### src/lmtc_pkg.sv
// ----------------------------------------------------------------------------
// LCD mode timing controller package
// Shared types and timing constants for the scanline dot sequencer.
// ----------------------------------------------------------------------------
`default_nettype none

package lmtc_pkg;

    localparam int unsigned DOT_W  = 10;
    localparam int unsigned LINE_W = 8;

    localparam logic [DOT_W-1:0]  LINE_DOTS    = 10'd456;
    localparam logic [DOT_W-1:0]  OAM_END      = 10'd79;
    localparam logic [DOT_W-1:0]  XFER_END     = 10'd251;
    localparam logic [DOT_W-1:0]  HBLANK_END   = 10'd455;
    localparam logic [LINE_W-1:0] ACTIVE_LINES = 8'd144;
    localparam logic [LINE_W-1:0] FRAME_LINES  = 8'd154;

    typedef enum logic [1:0] {
        LCD_HBLANK = 2'd0,
        LCD_VBLANK = 2'd1,
        LCD_OAM    = 2'd2,
        LCD_XFER   = 2'd3
    } lcd_mode_t;

    typedef enum logic [2:0] {
        REG_DISPLAY_ENABLE     = 3'd0,
        REG_COMPARE_LINE       = 3'd1,
        REG_HBLANK_IRQ_ENABLE  = 3'd2,
        REG_OAM_IRQ_ENABLE     = 3'd3,
        REG_COMPARE_IRQ_ENABLE = 3'd4
    } cfg_index_t;

    typedef struct packed {
        logic              display_enable;
        logic [LINE_W-1:0] compare_line;
        logic              hblank_irq_enable;
        logic              oam_irq_enable;
        logic              compare_irq_enable;
    } cfg_t;

    typedef struct packed {
        logic [LINE_W-1:0] line_number;
        lcd_mode_t         lcd_mode;
        logic              coincidence;
        logic              vblank_irq;
        logic              mode_irq;
        logic              compare_irq;
        logic              render_request;
        logic              frame_done;
    } result_t;

endpackage

`default_nettype wire

### src/lmtc_cfg.sv
// ----------------------------------------------------------------------------
// LCD mode timing controller configuration registers
// Holds the enable, compare line and interrupt enable registers.
// ----------------------------------------------------------------------------
`default_nettype none

module lmtc_cfg
    import lmtc_pkg::*;
(
    input  wire logic       aclk,
    input  wire logic       aresetn,
    input  wire logic       cfg_wr_en,
    input  wire logic [2:0] cfg_index,
    input  wire logic [7:0] cfg_wdata,
    output cfg_t            cfg
);

    cfg_t cfg_reg;

    always_ff @(posedge aclk) begin
        if (!aresetn) begin
            cfg_reg <= '0;
        end else if (cfg_wr_en) begin
            unique case (cfg_index_t'(cfg_index))
                REG_DISPLAY_ENABLE:     cfg_reg.display_enable     <= cfg_wdata[0];
                REG_COMPARE_LINE:       cfg_reg.compare_line       <= cfg_wdata;
                REG_HBLANK_IRQ_ENABLE:  cfg_reg.hblank_irq_enable  <= cfg_wdata[0];
                REG_OAM_IRQ_ENABLE:     cfg_reg.oam_irq_enable     <= cfg_wdata[0];
                REG_COMPARE_IRQ_ENABLE: cfg_reg.compare_irq_enable <= cfg_wdata[0];
                default: begin
                end
            endcase
        end
    end

    assign cfg = cfg_reg;

endmodule

`default_nettype wire

### src/lmtc_core.sv
// ----------------------------------------------------------------------------
// LCD mode timing controller step core
// Holds the dot counter, line, mode and flags, and computes one step.
// ----------------------------------------------------------------------------
`default_nettype none

module lmtc_core
    import lmtc_pkg::*;
(
    input  wire logic       aclk,
    input  wire logic       aresetn,
    input  wire logic       step_en,
    input  wire logic [7:0] dots,
    input  wire cfg_t       cfg,
    output result_t         result
);

    logic [DOT_W-1:0]  dot_count_reg, dot_count_next;
    logic [LINE_W-1:0] line_reg, line_next;
    lcd_mode_t         mode_reg, mode_next;
    logic              match_reg, match_next;
    logic              drawn_reg, drawn_next;

    logic [DOT_W-1:0]  dsum;
    logic [DOT_W-1:0]  dwrap;
    logic [LINE_W-1:0] line_inc;
    logic              line_change;

    always_comb begin
        dsum     = dot_count_reg + {2'b00, dots};
        dwrap    = dsum - LINE_DOTS;
        line_inc = line_reg + 8'd1;

        dot_count_next = dot_count_reg;
        line_next      = line_reg;
        mode_next      = mode_reg;
        match_next     = match_reg;
        drawn_next     = drawn_reg;
        line_change    = 1'b0;
        result         = '0;

        if (!cfg.display_enable) begin
            dot_count_next = '0;
            line_next      = '0;
        end else begin
            dot_count_next = dsum;
            if (mode_reg == LCD_VBLANK) begin
                if (dsum >= LINE_DOTS) begin
                    dot_count_next = dwrap;
                    line_next      = line_inc;
                    drawn_next     = 1'b0;
                    line_change    = 1'b1;
                    if (line_inc >= FRAME_LINES) begin
                        mode_next       = LCD_OAM;
                        line_next       = '0;
                        result.mode_irq = cfg.oam_irq_enable;
                    end
                end
            end else if (dsum <= OAM_END) begin
                mode_next       = LCD_OAM;
                result.mode_irq = (mode_reg != LCD_OAM) && cfg.oam_irq_enable;
            end else if (dsum <= XFER_END) begin
                mode_next = LCD_XFER;
                if (!drawn_reg) begin
                    result.render_request = 1'b1;
                    drawn_next            = 1'b1;
                end
            end else if (dsum <= HBLANK_END) begin
                mode_next       = LCD_HBLANK;
                result.mode_irq = (mode_reg != LCD_HBLANK) && cfg.hblank_irq_enable;
            end else begin
                dot_count_next = dwrap;
                line_next      = line_inc;
                drawn_next     = 1'b0;
                line_change    = 1'b1;
                if (line_inc >= ACTIVE_LINES) begin
                    mode_next         = LCD_VBLANK;
                    result.vblank_irq = 1'b1;
                    result.frame_done = 1'b1;
                end else begin
                    mode_next       = LCD_OAM;
                    result.mode_irq = (mode_reg != LCD_OAM) && cfg.oam_irq_enable;
                end
            end
            if (line_change) begin
                match_next         = (line_next == cfg.compare_line);
                result.compare_irq = match_next && cfg.compare_irq_enable;
            end
        end

        result.line_number = line_next;
        result.lcd_mode    = mode_next;
        result.coincidence = match_next;
    end

    always_ff @(posedge aclk) begin
        if (!aresetn) begin
            dot_count_reg <= '0;
            line_reg      <= '0;
            mode_reg      <= LCD_HBLANK;
            match_reg     <= 1'b0;
            drawn_reg     <= 1'b0;
        end else if (step_en) begin
            dot_count_reg <= dot_count_next;
            line_reg      <= line_next;
            mode_reg      <= mode_next;
            match_reg     <= match_next;
            drawn_reg     <= drawn_next;
        end
    end

endmodule

`default_nettype wire

### src/lcd_mode_timing_controller_unit.sv
// ----------------------------------------------------------------------------
// LCD mode timing controller
// Scanline dot sequencer with mode, coincidence and interrupt outputs.
// ----------------------------------------------------------------------------
// Each item carries the dots elapsed since the previous item and yields one
// result item with the line, mode, coincidence flag and the interrupt, render
// and frame pulses of that step. An item passes an input register and one
// step of the timing state into a result register. One item is accepted
// every cycle while results are taken; the dot counter and line state are
// updated from their own registers, which sets that rate. Configuration
// registers are written through cfg_wr_en, cfg_index and cfg_wdata; the user
// must write them only while no item is in flight, which is not enforced.
`default_nettype none

module lcd_mode_timing_controller_unit
    import lmtc_pkg::*;
(
    input  wire logic       aclk,
    input  wire logic       aresetn,
    input  wire logic       cfg_wr_en,
    input  wire logic [2:0] cfg_index,
    input  wire logic [7:0] cfg_wdata,
    input  wire logic       s_valid,
    output logic            s_ready,
    input  wire logic [7:0] s_dots_elapsed,
    output logic            m_valid,
    input  wire logic       m_ready,
    output logic [7:0]      m_line_number,
    output logic [1:0]      m_lcd_mode,
    output logic            m_coincidence,
    output logic            m_vblank_irq,
    output logic            m_mode_irq,
    output logic            m_compare_irq,
    output logic            m_render_request,
    output logic            m_frame_done
);

    cfg_t       cfg;
    result_t    step_result;
    result_t    result_reg;
    logic       in_valid_reg;
    logic [7:0] dots_reg;
    logic       m_valid_reg;
    logic       advance;

    assign advance = in_valid_reg && (!m_valid_reg || m_ready);
    assign s_ready = !in_valid_reg || advance;

    lmtc_cfg u_cfg (
        .aclk      (aclk),
        .aresetn   (aresetn),
        .cfg_wr_en (cfg_wr_en),
        .cfg_index (cfg_index),
        .cfg_wdata (cfg_wdata),
        .cfg       (cfg)
    );

    lmtc_core u_core (
        .aclk    (aclk),
        .aresetn (aresetn),
        .step_en (advance),
        .dots    (dots_reg),
        .cfg     (cfg),
        .result  (step_result)
    );

    always_ff @(posedge aclk) begin
        if (!aresetn) begin
            in_valid_reg <= 1'b0;
            m_valid_reg  <= 1'b0;
        end else begin
            if (s_ready) begin
                in_valid_reg <= s_valid;
            end
            if (advance) begin
                m_valid_reg <= 1'b1;
            end else if (m_ready) begin
                m_valid_reg <= 1'b0;
            end
        end
    end

    always_ff @(posedge aclk) begin
        if (s_valid && s_ready) begin
            dots_reg <= s_dots_elapsed;
        end
        if (advance) begin
            result_reg <= step_result;
        end
    end

    assign m_valid          = m_valid_reg;
    assign m_line_number    = result_reg.line_number;
    assign m_lcd_mode       = result_reg.lcd_mode;
    assign m_coincidence    = result_reg.coincidence;
    assign m_vblank_irq     = result_reg.vblank_irq;
    assign m_mode_irq       = result_reg.mode_irq;
    assign m_compare_irq    = result_reg.compare_irq;
    assign m_render_request = result_reg.render_request;
    assign m_frame_done     = result_reg.frame_done;

`ifndef SYNTHESIS
    a_vblank_entry : assert property (@(posedge aclk) disable iff (!aresetn)
        (m_valid && m_vblank_irq) |->
            (m_lcd_mode == LCD_VBLANK && m_line_number == ACTIVE_LINES))
        else $error("vblank pulse outside vblank entry");

    a_frame_pulse : assert property (@(posedge aclk) disable iff (!aresetn)
        m_valid |-> (m_frame_done == m_vblank_irq))
        else $error("frame done and vblank pulses disagree");

    a_render_mode : assert property (@(posedge aclk) disable iff (!aresetn)
        (m_valid && m_render_request) |-> (m_lcd_mode == LCD_XFER))
        else $error("render request outside pixel transfer");

    a_line_range : assert property (@(posedge aclk) disable iff (!aresetn)
        m_valid |-> (m_line_number < FRAME_LINES))
        else $error("line number beyond last line");
`endif

endmodule

`default_nettype wire

### config.mk
export PLATFORM = sky130hd
export DESIGN_NAME = lcd_mode_timing_controller_unit
export DESIGN_NICKNAME = d
export VERILOG_FILES = /design/src/lmtc_pkg.sv /design/src/lmtc_cfg.sv /design/src/lmtc_core.sv /design/src/lcd_mode_timing_controller_unit.sv
export SDC_FILE = /design/constraint.sdc
export NUM_CORES = 1
export LEC_CHECK = 0
export BUFFER_PORTS_ARGS = -buffer_cell sky130_fd_sc_hd__buf_2
export CORE_MARGIN = 4
export CORE_UTILIZATION = 45
export DETAILED_ROUTE_END_ITERATION = 10
export PLACE_DENSITY = 0.64
export SLEW_MARGIN = 40
export SYNTH_ARGS = -nofsm -noshare
export SYNTH_HDL_FRONTEND = slang
export SYNTH_SLANG_ARGS = --single-unit
### constraint.sdc
create_clock -name aclk -period 6.6 [get_ports aclk]
set_input_delay 0.33 -clock aclk [delete_from_list [all_inputs] [get_ports aclk]]
set_output_delay 0.33 -clock aclk [all_outputs]
set_load 0.005 [all_outputs]
; ---- Yosys cells after proc, flatten, opt, wreduce, memory -nomap -nowiden
; Cells that the tools add are included.
[word_totals]
register_bits = 59
word_cells = 109
input_bits = 24
ramBits = 0
mem_bits_ro = 0
n_memories = 0
latchBits = 0
[op_classes]
order_cmp = 6
n_bitwise = 2
addsub = 3
muxes = 47
n_shift = 0
multipliers = 0
div_mod_pow = 0
eq_ne = 10
reduce_logical = 21
[op_table]
columns = op, n
row1 = 2-to-1 mux 8 bit, 8
row2 = 2-to-1 mux 10 bit, 6
row3 = 2-to-1 mux 1 bit, 25
row4 = "greater-or-equal comparator 8 bit, second input constant", 2
row5 = 2-to-1 mux 2 bit, 8
row6 = AND reduction 2 bit, 6
row7 = adder 10 x 8 -> 10 bit, 1
row8 = "greater-or-equal comparator 10 x 9 -> 1 bit, second input constant", 1
row9 = "<= comparator 10 x 7 -> 1 bit, second input constant", 1
row10 = "<= comparator 10 x 8 -> 1 bit, second input constant", 1
row11 = "<= comparator 10 x 9 -> 1 bit, second input constant", 1
row12 = "subtractor 10 x 9 -> 10 bit, second input constant", 1
row13 = "adder 8 x 1 -> 8 bit, second input constant", 1
row14 = equality test 8 bit, 1
row15 = OR reduction 4 bit, 2
row16 = "equality test 3 x 2 -> 1 bit, second input constant", 2
row17 = logical AND 1 bit, 5
row18 = AND reduction 5 bit, 1
row19 = "!= test 2 bit, second input constant", 2
row20 = nonzero test 2 bit, 2
row21 = "equality test 3 x 1 -> 1 bit, second input constant", 1
row22 = "equality test 3 bit, second input constant", 1
row23 = zero test 3 bit, 1
row24 = "!= test 3 x 1 -> 1 bit, second input constant", 1
row25 = 5 further kinds, 8

; ---- Logic depth before layout (Yosys ltp)
; Gate-level depths: netlist (run 1).
[logic_depth]
word_depth = 10
depth_mapped = 14

; ---- Cells and area by module
; A second synthesis (run 1) with hierarchy kept.
[unflattened]
cells_unflattened = 378
area_unflattened_um2 = 3553.4
[by_module_without_submodules]
columns = module, n_inst, area_per_inst_um2, cells_each
row1 = lmtc_core, 1, 2218.4, 293
row2 = lcd_mode_timing_controller_unit, 1, 824.5, 33
row3 = lmtc_cfg, 1, 510.5, 52

; ---- Least setup slack after synthesis (run 1)
; Ideal clock, no wire load.
[synth_path]
kind = register to register
startpoint = reg dots_reg[6]
endpoint = reg result_reg (netlist bit m_compare_irq) (data pin)
synth_period_minus_slack_ns = 3.006
arrival_time_ns = 2.849
required_time_ns = 6.443
setup_ns = 0.157
slack_ns = 3.594
path_stages_with_launch = 12
n_path_buf = 1
cell_sequence = edfxtp_1 ha_1 buf_6 a21oi_2 a21boi_0 a221oi_4 nand3_2 o31ai_4 nand2_2 xor2_1 a221o_1 nor3_1
[synth_between]
elab_chain_cells = 9
[synth_lines]
columns = item, line_no
row1 = start: declaration, lcd_mode_timing_controller_unit.sv:42  ; logic [7:0] dots_reg;
row2 = start signal: assignment, lcd_mode_timing_controller_unit.sv:85  ; dots_reg <= s_dots_elapsed;
row3 = adder 10 x 8 -> 10 bit (*), lmtc_core.sv:30  ; dsum = dot_count_reg + {2'b00, dots};
row4 = <= comparator 10 x 9 -> 1 bit, lmtc_core.sv:68  ; end else if (dsum <= HBLANK_END) begin
row5 = 2-to-1 mux 8 bit, lmtc_core.sv:68
row6 = 2-to-1 mux 8 bit, lmtc_core.sv:62  ; end else if (dsum <= XFER_END) begin
row7 = 2-to-1 mux 8 bit, lmtc_core.sv:59  ; end else if (dsum <= OAM_END) begin
row8 = 2-to-1 mux 8 bit, lmtc_core.sv:47  ; if (mode_reg == LCD_VBLANK) begin
row9 = 2-to-1 mux 8 bit, lmtc_core.sv:42  ; if (!cfg.display_enable) begin
row10 = equality test 8 bit, lmtc_core.sv:86  ; match_next = (line_next == cfg.compare_line);
row11 = logical AND 1 bit, lmtc_core.sv:87  ; result.compare_irq = match_next && cfg.compare_irq_enable;
row12 = end signal: assignment, lcd_mode_timing_controller_unit.sv:88  ; result_reg <= step_result;
row13 = end: declaration, lcd_mode_timing_controller_unit.sv:40  ; result_t result_reg;
; Every way passes the cells marked *; elsewhere a longest branch is shown, timed or not. The select of a mux whose other input is x is not followed.
; A chain may end at the register's enable or synchronous reset.

; ---- Final worst setup path (run 1)
[layout_path]
startpoint = reg dots_reg[5]
endpoint = reg result_reg (netlist bit m_compare_irq) (data pin)
; The elaborated chain is that of the path after synthesis.

==> summary.txt, run 1 <==
Outcome
  – Outcome: finished clean

Yosys
  – Post-Synth Simple-Gate Area: 0.228
  – Seq/Total Area, Yosys: 0.374
  – Synth Cell Area: approximately 3800 sq um
  – Prevailing post-synth register cell: dfxtp_1
  – Post-Synth Adder-Cell Area: 0.0418
  – Number of synthesized register bits: 59
  – Post-synth ARST share: 0
  – Largest family of logic cells by synthesized area: simple AND/OR/NAND/NOR gates
  – Synth Area in XOR/XNOR: 0.0418
  – Syn avg cell area: 9.09 sq um
  – Number of library cell types mapped by synthesis: 76
  – Multiplexer share of the synthesized area: 0.0504
  – Number of synthesized flops with an enable pin: 23
  – Syn_nets: around 450
  – Ys Warns: 0
  – Post-synthesis compound-gate area fraction: 0.218
  – Synthesized instance count: between 400 and 500

STA
  – Hold WS: roughly 0.17 ns
  – Fmax: 285 MHz
  – Period utilisation layout: 0.532
  – Slew @ Worst Pin: 0.845 ns
  – Max transition margin: 0.437
  – Clock period minus worst slack: approximately 3.5 ns
  – Final hold vios: 0
  – RSZ-0062 raised after global routing: no
  – Final setup viols: 0
  – Worst Clk Skew: between 0.01 and 0.015 ns
  – Setup TNS: 0 ns
  – Slew Limit Fails: 0

Floorplanning
  – # rows: 33
  – Top Ports: 42
  – Initial core utilization: 0.461
  – Area of the core: roughly 8000 sq um
  – Die width: between 90 and 100 um
  – Die Ht: 99.6 um
  – Die area: 9910 sq um

Worst setup path
  – Worst path cell trace: ha_1 > nand2_1 > a21boi_0 > a211oi_1 > nor3_2 > o31ai_4 > buf_6 > nand2_2 > xor2_1 > a221o_1 > nor3_1
  – R2R Path Start: dots_reg[5]$_DFFE_PP_
  – Crit-path slowest cell: nor3_2
  – FF-to-FF setup slack: ~3.1 ns
  – FF-to-FF End: m_compare_irq$_SDFFCE_PN0P_
  – WP data required: 6.76 ns
  – Critical Path End Type: register
  – Worst Reg2Reg Path Length in Cells: 11
  – Crit Path Category: reg -> reg
  – Critical path startpoint: dots_reg[5]$_DFFE_PP_
  – CP max FO: 13
  – Critical Path End: m_compare_irq$_SDFFCE_PN0P_
  – Arrival @ worst endpoint: ~3.7 ns
  – Setup crit start kind: register
  – Max incr delay on CP: roughly 0.53 ns

Global route
  – Number of global-route vias before repair: 2,929
  – Pin count of the biggest net entering global routing: 38
  – Met3 GRT Util: 0.0309
  – M1 GR Usage: 0.251
  – Initial antenna violation count: 0
  – First-pass GRT wire length: roughly 14 mm
  – Total track usage: 0.178
  – GR Overflow Total: 0
  – GRT Max-Usage Layer: met2
  – Met2 GRT Util: 0.275

CTS
  – H-tree levels: 3
  – PostCTS Resize Cnt: 0
  – Later-pin clock latency in the skew report: ~0.33 ns
  – CTS Hold Bufs: 0
  – Clk root buf: clkbuf_8
  – Clock transition at path regs: around 0.070 ns
  – Post-CTS Setup Repair Bufs: 0
  – Max clock buf depth: 2
  – CTS tree: done
  – CTS Sinks: 59
  – TritonCTS buffer count: 9

Placed design
  – IO buf count: slightly above 40
  – Cell Area, Placed: around 4000 sq um
  – RD Place Congestion: between 0.9 and 1
  – Dpl hpwl: 6.19 mm

Detailed routing
  – Final WL: slightly below 9 mm
  – Vias: around 3,200
  – Average wire per standard cell: approximately 16 um
  – DR DRC count: 0
  – Drt pass-1 iters: 5
  – Vias per cell: between 5 and 6
  – Initial drt markers: about 190
  – Remaining antenna violation count after routing: 0

Power
  – Switch share: 0.216
  – Part of the power in registers: 0.465
  – Leak pwr: 1.58 nW
  – Total power: between 0.0008 and 0.0009 W
  – Peak VDD IR: approximately 0.13 mV
  – Pwr Density: ~200 nW/um^2
  – Clk pwr share: 0.463
  – Pint: roughly 0.00066 W
  – Logic pwr share: 0.072
  – Switch Pwr: approximately 0.00018 W

Layout
  – Fill count: between 700 and 800
  – Area grow syn2layout: 12.6%
  – Largest register FFs: 12
  – Layout Cell Area excl Fill: about 4200 sq um
  – Antenna Cells: 0
  – Leading cell type in the layout, fill and taps excluded: buf_2
  – Util after Layout: 0.520
  – Layout cells sized above 1: 0.173
  – Most frequent cells in the layout: buf_2, nand2_1, dfxtp_1
  – Final nets: just under 500

Run
  – Max-cap violations: 0

Hold path
  – Hold crit path type: in -> reg
cell usage after synthesis, types with 4 or more instances:
master	count	area share
o21a_1	6	0.012
o211ai_1	5	0.010
mux2i_1	19	0.050
o21ai_0	17	0.023
buf_2	6	0.0080
o211a_1	4	0.011
a31oi_1	5	0.0083
ha_1	11	0.036
nor3_1	6	0.0080
inv_1	16	0.016
xnor2_1	11	0.026
and2_1	6	0.010
nand4_1	4	0.0066
clkbuf_1	12	0.012
nor4_1	4	0.0066
dfxtp_1	36	0.19
nand3_1	13	0.017
a21boi_0	9	0.018
a211oi_1	4	0.0080
a21oi_1	15	0.020
a22oi_1	6	0.012
edfxtp_1	23	0.18
nand2_1	39	0.039
nor2b_1	31	0.051
nor2_1	26	0.026
xor2_1	7	0.016
or3_1	4	0.0066
nand3b_1	4	0.0080
critical path: cells and delay by family (launching register included):
| family | cells | cell delay, ns |
|---|---|---|
| adders and majority gates | 1 | 0.45 |
| DFF | 1 | 0.37 |
| AOI/OAI and AO/OA | 4 | 1.34 |
| buffers and inverters | 1 | 0.21 |
| xor gates and xnor gates | 1 | 0.08 |
| and+or+nand+nor | 4 | 0.89 |
layer usage:
metal  vias up  routed length (um)
li1       1587                   -
met2        95                3890
met1      1477                4210
met4         0                 133
met5         -                   0
met3        12                 432
layout make-up:
class / count / area, sq um / area share
multi-input cells: 317 / 2190 / 0.515
flip-flops and latches: 59 / 1410 / 0.332
repair buffers: 43 / 224 / 0.0527
well taps: 105 / 131 / 0.0309
clock buffers: 10 / 128 / 0.0300
clock inverters: 6 / 104 / 0.0244
inverters: 16 / 60.1 / 0.0141
power groups by stage:
stage | clock network [W] | logic (W) | registers (W)
floorplan | 0 | 0.0000413 | 0.000400
global placement | 0 | 0.0000602 | 0.000401
detailed placement | 0 | 0.0000608 | 0.000401
CTS | 0.000398 | 0.0000610 | 0.000393
global route | 0.000415 | 0.0000678 | 0.000394
finish | 0.000391 | 0.0000607 | 0.000393
per-stage QoR:
stage / std cells / worst slack, ns
floorplan: 415 / 3.59
global placement: 539 / 3.08
detailed placement: 539 / 2.94
CTS: 555 / 2.92
global route: 556 / 2.79
finish: 556 / 3.09
how the worst min path moves through the flow:
| stage | start | endpoint | slack [ns] | cells past startpoint |
|---|---|---|---|---|
| 2_1_floorplan | s_dots_elapsed[0] | dots_reg[0]$_DFFE_PP_ | 0.43 | 0 |
| 3_3_place_gp | u_core.dot_count_reg[0]$_SDFFE_PN0P_ | u_core.dot_count_reg[0]$_SDFFE_PN0P_ | 0.46 | 2 |
| 3_5_place_dp | u_core.dot_count_reg[0]$_SDFFE_PN0P_ | u_core.dot_count_reg[0]$_SDFFE_PN0P_ | 0.46 | 2 |
| 4_1_cts | s_dots_elapsed[0] | dots_reg[0]$_DFFE_PP_ | 0.16 | 1 |
| 5_1_grt | s_dots_elapsed[0] | dots_reg[0]$_DFFE_PP_ | 0.16 | 1 |
| 6_report | s_dots_elapsed[0] | dots_reg[0]$_DFFE_PP_ | 0.17 | 1 |
cells by family after synthesis:
| group | count (synthesis) |
|---|---|
| and+or+nand+nor | 160 |
| muxes | 19 |
| adders and majority gates | 12 |
| buffers and inverters | 39 |
| AOI/OAI and AO/OA | 108 |
| xor gates and xnor gates | 18 |
| DFF | 59 |
Power figures use the tool's default switching activity.
==> run 2: changes to the inputs <==
--- a/config.mk
+++ b/config.mk
@@ -5,11 +5,12 @@
 export SDC_FILE = /design/constraint.sdc
 export NUM_CORES = 1
 export LEC_CHECK = 0
+export ABC_AREA = 1
 export BUFFER_PORTS_ARGS = -buffer_cell sky130_fd_sc_hd__buf_2
 export CORE_MARGIN = 4
 export CORE_UTILIZATION = 45
 export DETAILED_ROUTE_END_ITERATION = 10
-export PLACE_DENSITY = 0.64
+export PLACE_DENSITY = 0.67
 export SLEW_MARGIN = 40
 export SYNTH_ARGS = -nofsm -noshare
 export SYNTH_HDL_FRONTEND = slang
==> constraint.sdc (replaced) <==
create_clock -name aclk -period 3 [get_ports aclk]
set_input_delay 0.15 -clock aclk [delete_from_list [all_inputs] [get_ports aclk]]
set_output_delay 0.15 -clock aclk [all_outputs]
set_load 0.005 [all_outputs]
==> summary.txt, run 2 <==
STA
  – Slew @ Worst Pin: 0.726 ns (was 0.845 ns)
  – RSZ-0062 raised after global routing: yes (was no)
  – Final setup viols: 0 (unchanged)
  – Period utilisation layout: 0.916 (was 0.532)
  – Max transition margin: 0.515 (was 0.437)
  – Worst Clk Skew: 0.00826 ns (was 0.0103 ns)
  – Slew Limit Fails: 0 (unchanged)
  – Hold WS: 0.0522 ns (was 0.171 ns)
  – Clock period minus worst slack: 2.75 ns (was 3.51 ns)
  – Fmax: 364 MHz (was 285 MHz)
  – Final hold vios: 0 (unchanged)

Floorplanning
  – Die width: 95.6 um (was 99.6 um)
  – Top Ports: 42 (unchanged)
  – Die area: 9140 sq um (was 9910 sq um)
  – Die Ht: 95.6 um (was 99.6 um)
  – Initial core utilization: 0.469 (was 0.461)
  – # rows: 31 (was 33)
  – Area of the core: 7370 sq um (was 8180 sq um)

Detailed routing
  – Final WL: 7.93 mm (was 8.66 mm)
  – Drt pass-1 iters: 4 (was 5)
  – Vias per cell: 5.04 (was 5.70)
  – DR DRC count: 0 (unchanged)
  – Average wire per standard cell: 12.9 um (was 15.6 um)
  – Vias: 3,102 (was 3,171)
  – Initial drt markers: 135 (was 189)
  – Remaining antenna violation count after routing: 0 (unchanged)

CTS
  – Clock transition at path regs: 0.07 ns (about the same)
  – CTS tree: done (unchanged)
  – H-tree levels: 3 (unchanged)
  – Max clock buf depth: 2 (unchanged)
  – TritonCTS buffer count: 9 (unchanged)
  – CTS Sinks: 59 (unchanged)
  – Clk root buf: clkbuf_8 (unchanged)
  – Later-pin clock latency in the skew report: 0.34 ns (was 0.33 ns)

Global route
  – Number of global-route vias before repair: 2,848 (was 2,929)
  – Pin count of the biggest net entering global routing: 22 (was 38)
  – First-pass GRT wire length: 12.8 mm (was 14.3 mm)
  – GR Overflow Total: 0 (unchanged)
  – Initial antenna violation count: 0 (unchanged)
  – Total track usage: 0.183 (was 0.178)

Worst setup path
  – FF-to-FF End: m_coincidence$_DFFE_PP_ (was m_compare_irq$_SDFFCE_PN0P_)
  – Setup crit start kind: register (unchanged)
  – Most common cell on crit path: nand2_1
  – CP max FO: 8 (was 13)
  – Worst path cell trace: ha_2 > inv_1 > fa_2 > inv_1 > nand2_1 > nand2_2 > nand3_2 > nand3b_1 > nand2_2 > nor2_4 > nand3_4 > nand2_8 > nand3_1 > nand3_2 > nand2_1 > nand2_1 > inv_1 > nand2_1 > nor2_2 > nand3_2 > nand2_1 (was ha_1 > nand2_1 > a21boi_0 > a211oi_1 > nor3_2 > o31ai_4 > buf_6 > nand2_2 > xor2_1 > a221o_1 > nor3_1)
  – Crit Path Category: reg -> reg (unchanged)
  – WP data required: 3.10 ns (was 6.76 ns)
  – Max incr delay on CP: 0.35 ns (was 0.53 ns)
  – FF-to-FF setup slack: 0.25 ns (was 3.09 ns)
  – Arrival @ worst endpoint: 2.85 ns (was 3.67 ns)
  – R2R Path Start: u_core.dot_count_reg[0]$_SDFFE_PN0P_ (was dots_reg[5]$_DFFE_PP_)
  – Crit-path slowest cell: fa_2 (was nor3_2)
  – Worst Reg2Reg Path Length in Cells: 21 (was 11)
  – Critical Path End Type: register (unchanged)

Yosys
  – Seq/Total Area, Yosys: 0.409 (was 0.374)
  – Synth top area share: 0.209 (was 0.191)
  – Post-Synth Adder-Cell Area: 0.0456 (was 0.0418)
  – Post-synth ARST share: 0 (unchanged)
  – Synth Cell Area: 3450 sq um (was 3770 sq um)
  – Post-synthesis compound-gate area fraction: 0.127 (was 0.218)
  – Multiplexer share of the synthesized area: 0 (was 0.0504)
  – Number of synthesized register bits: 59 (unchanged)
  – Largest family of logic cells by synthesized area: simple AND/OR/NAND/NOR gates (unchanged)
  – Number of synthesized flops with an enable pin: 23 (unchanged)
  – Largest area contributor in the netlist: dfxtp_1 (unchanged)
  – Largest cells by area after synthesis: dfxtp_1, edfxtp_1, nand2_1, inv_1, a21oi_1 (was dfxtp_1, edfxtp_1, nor2b_1, mux2i_1, nand2_1)
  – Ys Warns: 0 (unchanged)
  – Number of library cell types mapped by synthesis: 44 (was 76)
  – Synth Area in XOR/XNOR: 0.0199 (was 0.0418)
  – Prevailing post-synth register cell: dfxtp_1 (unchanged)
  – Syn_nets: 486 (was 451)
  – Post-Synth Simple-Gate Area: 0.309 (was 0.228)
  – Most numerous cell in the Yosys netlist: nand2_1 (unchanged)
  – Synthesized instance count: 450 (was 415)
  – Syn avg cell area: 7.68 sq um (was 9.09 sq um)
  – Synth cell count leaders: nand2_1, inv_1, a21oi_1, dfxtp_1, nor2_1 (was nand2_1, dfxtp_1, nor2b_1, nor2_1, edfxtp_1)

Hold path
  – Hold crit path type: in -> reg (unchanged)
  – Cells on Worst Hold Path: 3 (was 1)
  – Hold_sp: cfg_wdata[6] (was s_dots_elapsed[0])
  – Hold endpoint: u_cfg.cfg[9]$_SDFFE_PN0P_ (was dots_reg[0]$_DFFE_PP_)

Layout
  – Antenna Cells: 0 (unchanged)
  – Non-Filler Instances: 615 (was 556)
  – Leading cell type in the layout, fill and taps excluded: nand2_1 (was buf_2)
  – Final nets: 547 (was 482)
  – Layout cells sized above 1: 0.211 (was 0.173)
  – Area grow syn2layout: 19.2% (was 12.6%)
  – Largest register FFs: 12 (unchanged)
  – Most frequent cells in the layout: nand2_1, inv_1, buf_2 (was buf_2, nand2_1, dfxtp_1)

Placed design
  – Placed Cells: 586 (was 539)
  – Dpl hpwl: 5.97 mm (was 6.19 mm)
  – RD Place Congestion: 0.960 (was 0.933)
  – IO buf count: 41 (unchanged)

Power
  – Total power: 0.00175 W (was 0.000844 W)
  – Peak VDD IR: 0.211 mV (was 0.131 mV)
  – Leak pwr: 1.79 nW (was 1.58 nW)
  – Pwr Density: 424 nW/um^2 (was 199 nW/um^2)

Outcome
  – Outcome: finished clean (unchanged)

Run
  – Max-cap violations: 0 (unchanged)
## run 2: changes by cell type after synthesis, sizes merged, moves of 7 or more
cell / change
nand2: +77
a21oi: +21
a21boi: -10
nor2b: -31
xnor2: -8
inv: +48
nand3: +28
nor2: +10
clkbuf: -7
mux2i: -19
## run 2: how the worst max path moves through the flow
stage | from | end | slack [ns] | cells after the start
2_1_floorplan | dots_reg[0]$_DFFE_PP_ | m_coincidence$_DFFE_PP_ | 0.45 | 20
3_3_place_gp | dots_reg[0]$_DFFE_PP_ | m_coincidence$_DFFE_PP_ | 0.22 | 21
3_5_place_dp | dots_reg[0]$_DFFE_PP_ | m_compare_irq$_SDFFCE_PN0P_ | 0.11 | 20
4_1_cts | dots_reg[0]$_DFFE_PP_ | m_compare_irq$_SDFFCE_PN0P_ | 0.09 | 20
5_1_grt | dots_reg[0]$_DFFE_PP_ | m_compare_irq$_SDFFCE_PN0P_ | -0.01 | 18
6_report | u_core.dot_count_reg[0]$_SDFFE_PN0P_ | m_coincidence$_DFFE_PP_ | 0.25 | 21
## run 2: repair_timing
| item | 4_1_cts | 5_1_grt |
|---|---|---|
| endpoints found under the setup margin | 0 | 10 |
| hold buffers | 8 | 0 |
| endpoints found under the hold margin | 8 | 0 |
| buffers inserted | 0 | 4 |
| gates resized for setup | 0 | 7 |
## run 2: metrics by stage
step                setup slack (ns)  utilization  area, sq um  TNS [ns]
CTS                           0.0867        0.549         4050         0
floorplan                      0.448            -         3450         0
global route                 -0.0146        0.559         4120   -0.0245
detailed placement             0.110        0.512         3770         0
global placement               0.220        0.512         3770         0
finish                         0.251        0.559         4120         0
## run 2: report_power, final
group	switching (W)	internal [W]
sequential	0.0000131	0.000858
combinational	0.000104	0.0000652
clock	0.000303	0.000402
## run 2: cell families after synthesis
family / Yosys count
adder cells (fa/ha/maj): 12
XOR/XNOR: 7
AO/OA/AOI/OAI: 76
AND/OR/NAND/NOR: 219
buffers and inverters: 77
flip-flops: 59
## run 2: final cells by class
class                      instances  area, sq um
clock inverter                     5         52.6
tap                               99          124
inverter                          67          254
fill                             734         3250
timing repair buffer              59          360
multi-input combinational        315         1780
clock buffer                      11          141
sequential                        59         1410
## run 2: worst max-delay path, delay by kind of cell (launching register included)
family | cells | cell delay [ns]
fa+ha+maj | 2 | 0.54
flops | 1 | 0.34
buf+inv | 3 | 0.17
simple gates | 16 | 1.48
## run 2: layer usage
| layer | track usage | up-vias | wire (um) |
|---|---|---|---|
| met4 | 0.0889 | 0 | 177 |
| met3 | 0.0363 | 16 | 301 |
| met1 | 0.253 | 1410 | 3970 |
| li1 | - | 1615 | - |
| met2 | 0.272 | 61 | 3480 |
| met5 | 0 | - | 0 |
==> run 3: changes to the inputs <==
--- a/config.mk
+++ b/config.mk
@@ -8,9 +8,9 @@
 export ABC_AREA = 1
 export BUFFER_PORTS_ARGS = -buffer_cell sky130_fd_sc_hd__buf_2
 export CORE_MARGIN = 4
-export CORE_UTILIZATION = 45
+export CORE_UTILIZATION = 53
 export DETAILED_ROUTE_END_ITERATION = 10
-export PLACE_DENSITY = 0.67
+export PLACE_DENSITY = 0.77
 export SLEW_MARGIN = 40
 export SYNTH_ARGS = -nofsm -noshare
 export SYNTH_HDL_FRONTEND = slang
==> summary.txt, run 3 (same netlist as run 2, synthesis figures left out) <==
Outcome
  – Outcome: finished clean (unchanged)

Floorplanning
  – Die area: 7870 sq um (was 9140 sq um)
  – Area of the core: 6350 sq um (was 7370 sq um)
  – Initial core utilization: 0.544 (was 0.469)
  – Die Ht: 88.7 um (was 95.6 um)
  – Top Ports: 42 (unchanged)
  – # rows: 29 (was 31)
  – Die width: 88.7 um (was 95.6 um)

Power
  – Switch share: 0.234 (was 0.241)
  – Part of the power in registers: 0.481 (was 0.499)
  – Pwr Density: 441 nW/um^2 (was 424 nW/um^2)
  – Switch Pwr: 0.000424 W (was 0.000420 W)
  – Logic pwr share: 0.092 (was 0.097)
  – Clk pwr share: 0.427 (was 0.404)
  – Peak VDD IR: 0.308 mV (was 0.211 mV)
  – Pint: 0.00139 W (was 0.00133 W)
  – Leak pwr: 1.78 nW (was 1.79 nW)

STA
  – Hold WS: 0.0701 ns (was 0.0522 ns)
  – Setup TNS: 0 ns (unchanged)
  – Max transition margin: 0.522 (was 0.515)
  – Slew Limit Fails: 0 (unchanged)
  – Worst Clk Skew: 0.00949 ns (was 0.00826 ns)
  – Final setup viols: 0 (unchanged)
  – Slew @ Worst Pin: 0.716 ns (was 0.726 ns)
  – Final hold vios: 0 (unchanged)
  – Period utilisation layout: 0.921 (was 0.916)
  – Fmax: 362 MHz (was 364 MHz)
  – Clock period minus worst slack: 2.76 ns (was 2.75 ns)

Placed design
  – Placed Cells: 561 (was 586)
  – RD Place Congestion: 0.965 (was 0.960)
  – IO buf count: 41 (unchanged)
  – Dpl hpwl: 5.66 mm (was 5.97 mm)
  – Cell Area, Placed: 3720 sq um (was 3770 sq um)

Detailed routing
  – Remaining antenna violation count after routing: 0 (unchanged)
  – Vias: 3,093 (was 3,102)
  – Initial drt markers: 238 (was 135)
  – DR DRC count: 0 (unchanged)
  – Vias per cell: 5.23 (was 5.04)
  – Drt pass-1 iters: 4 (unchanged)
  – Average wire per standard cell: 13.1 um (was 12.9 um)
  – Final WL: 7.71 mm (was 7.93 mm)

Layout
  – Antenna Cells: 0 (unchanged)
  – Largest register FFs: 12 (unchanged)
  – Layout Cell Area excl Fill: 4110 sq um (was 4120 sq um)
  – Area grow syn2layout: 18.9% (was 19.2%)
  – Layout cells sized above 1: 0.206 (was 0.211)
  – Leading cell type in the layout, fill and taps excluded: nand2_1 (unchanged)
  – Most frequent cells in the layout: nand2_1, inv_1, buf_2 (unchanged)
  – Non-Filler Instances: 591 (was 615)
  – Final nets: 545 (was 547)

Global route
  – Pin count of the biggest net entering global routing: 27 (was 22)
  – Total track usage: 0.208 (was 0.183)
  – Initial antenna violation count: 0 (unchanged)
  – GR Overflow Total: 0 (unchanged)
  – Number of global-route vias before repair: 2,817 (was 2,848)
  – First-pass GRT wire length: 12.6 mm (was 12.8 mm)

CTS
  – TritonCTS buffer count: 9 (unchanged)
  – CTS Sinks: 59 (unchanged)
  – CTS tree: done (unchanged)
  – Clk root buf: clkbuf_8 (unchanged)
  – Later-pin clock latency in the skew report: 0.34 ns (about the same)
  – Max clock buf depth: 2 (unchanged)
  – Clock transition at path regs: 0.07 ns (about the same)
  – H-tree levels: 3 (unchanged)

Run
  – Max-cap violations: 0 (unchanged)

Worst setup path
  – Worst Reg2Reg Path Length in Cells: 20 (was 21)
  – Critical Path End Type: register (unchanged)
  – CP max FO: 6 (was 8)
  – Setup crit start kind: register (unchanged)
  – Crit Path Category: reg -> reg (unchanged)
  – Arrival @ worst endpoint: 2.86 ns (was 2.85 ns)
  – WP data required: 3.10 ns (about the same)

Hold path
  – Cells on Worst Hold Path: 3 (unchanged)
  – Hold crit path type: in -> reg (unchanged)
==> run 3: repair_timing <==
| item | 4_1_cts | 5_1_grt |
|---|---|---|
| buffers inserted | 0 | 4 |
| endpoints found under the hold margin | 8 | 0 |
| hold buffers | 8 | 0 |
| setup endpoints to repair | 0 | 10 |
| gates resized for setup | 0 | 8 |
==> run 3: layer usage <==
layer,track usage,vias to the layer above,part of all wire
met5,0,-,0
met4,0.0989,0,0.021
met3,0.0382,15,0.053
met2,0.316,78,0.46
met1,0.284,1395,0.46
li1,-,1605,-
==> run 3: worst paths after layout <==
check	startpoint	endpoint	slack [ns]
hold reg to reg	u_cfg.cfg[2]$_SDFFE_PN0P_	u_cfg.cfg[2]$_SDFFE_PN0P_	0.44
setup / recovery	u_core.dot_count_reg[0]$_SDFFE_PN0P_	m_coincidence$_DFFE_PP_	0.24
setup reg to reg	u_core.dot_count_reg[0]$_SDFFE_PN0P_	m_coincidence$_DFFE_PP_	0.24
hold / removal	cfg_wdata[6]	u_cfg.cfg[9]$_SDFFE_PN0P_	0.07
==> run 3: power groups by stage <==
| stage | Clock (W) | Sequential [W] | Combinational, W |
|---|---|---|---|
| 6_report | 0.000773 | 0.000871 | 0.000167 |
| 5_1_grt | 0.000822 | 0.000874 | 0.000190 |
| 4_1_cts | 0.000787 | 0.000871 | 0.000165 |
| 3_5_place_dp | 0 | 0.000888 | 0.000157 |
| 3_3_place_gp | 0 | 0.000888 | 0.000153 |
| 2_1_floorplan | 0 | 0.000887 | 0.000105 |
==> run 3: cell type report <==
class                      count  area (sq um)
fill                         533          2240
multi-input combinational    316          1800
sequential                    59          1410
timing repair buffer          56           338
inverter                      67           254
clock buffer                  11           131
tap                           77          96.3
clock inverter                 5          77.6
==> run 3: worst max-delay path, cell delays in order, from the launching register on <==
cell      delay (ns)
dfxtp_1         0.34
ha_2            0.19
inv_1           0.06
fa_2            0.35
inv_1           0.06
nand2_1         0.05
nand2_2         0.09
nand3_2         0.07
nand3b_1        0.10
nand2_2         0.09
nor2_4          0.13
nand3_4         0.14
buf_4           0.17
nand2_4         0.09
nand3_2         0.10
o211ai_2        0.15
nand2_1         0.09
clkinv_1        0.06
nor2_2          0.04
nand3_2         0.10
nand2_1         0.05
==> run 3: through the flow <==
| step | worst slack, ns | utilization | power, W |
|---|---|---|---|
| floorplan | 0.448 | - | 0.000992 |
| global placement | 0.168 | 0.586 | 0.00104 |
| detailed placement | 0.0761 | 0.586 | 0.00105 |
| CTS | 0.0569 | 0.632 | 0.00182 |
| global route | -0.00197 | 0.647 | 0.00189 |
| finish | 0.238 | 0.647 | 0.00181 |
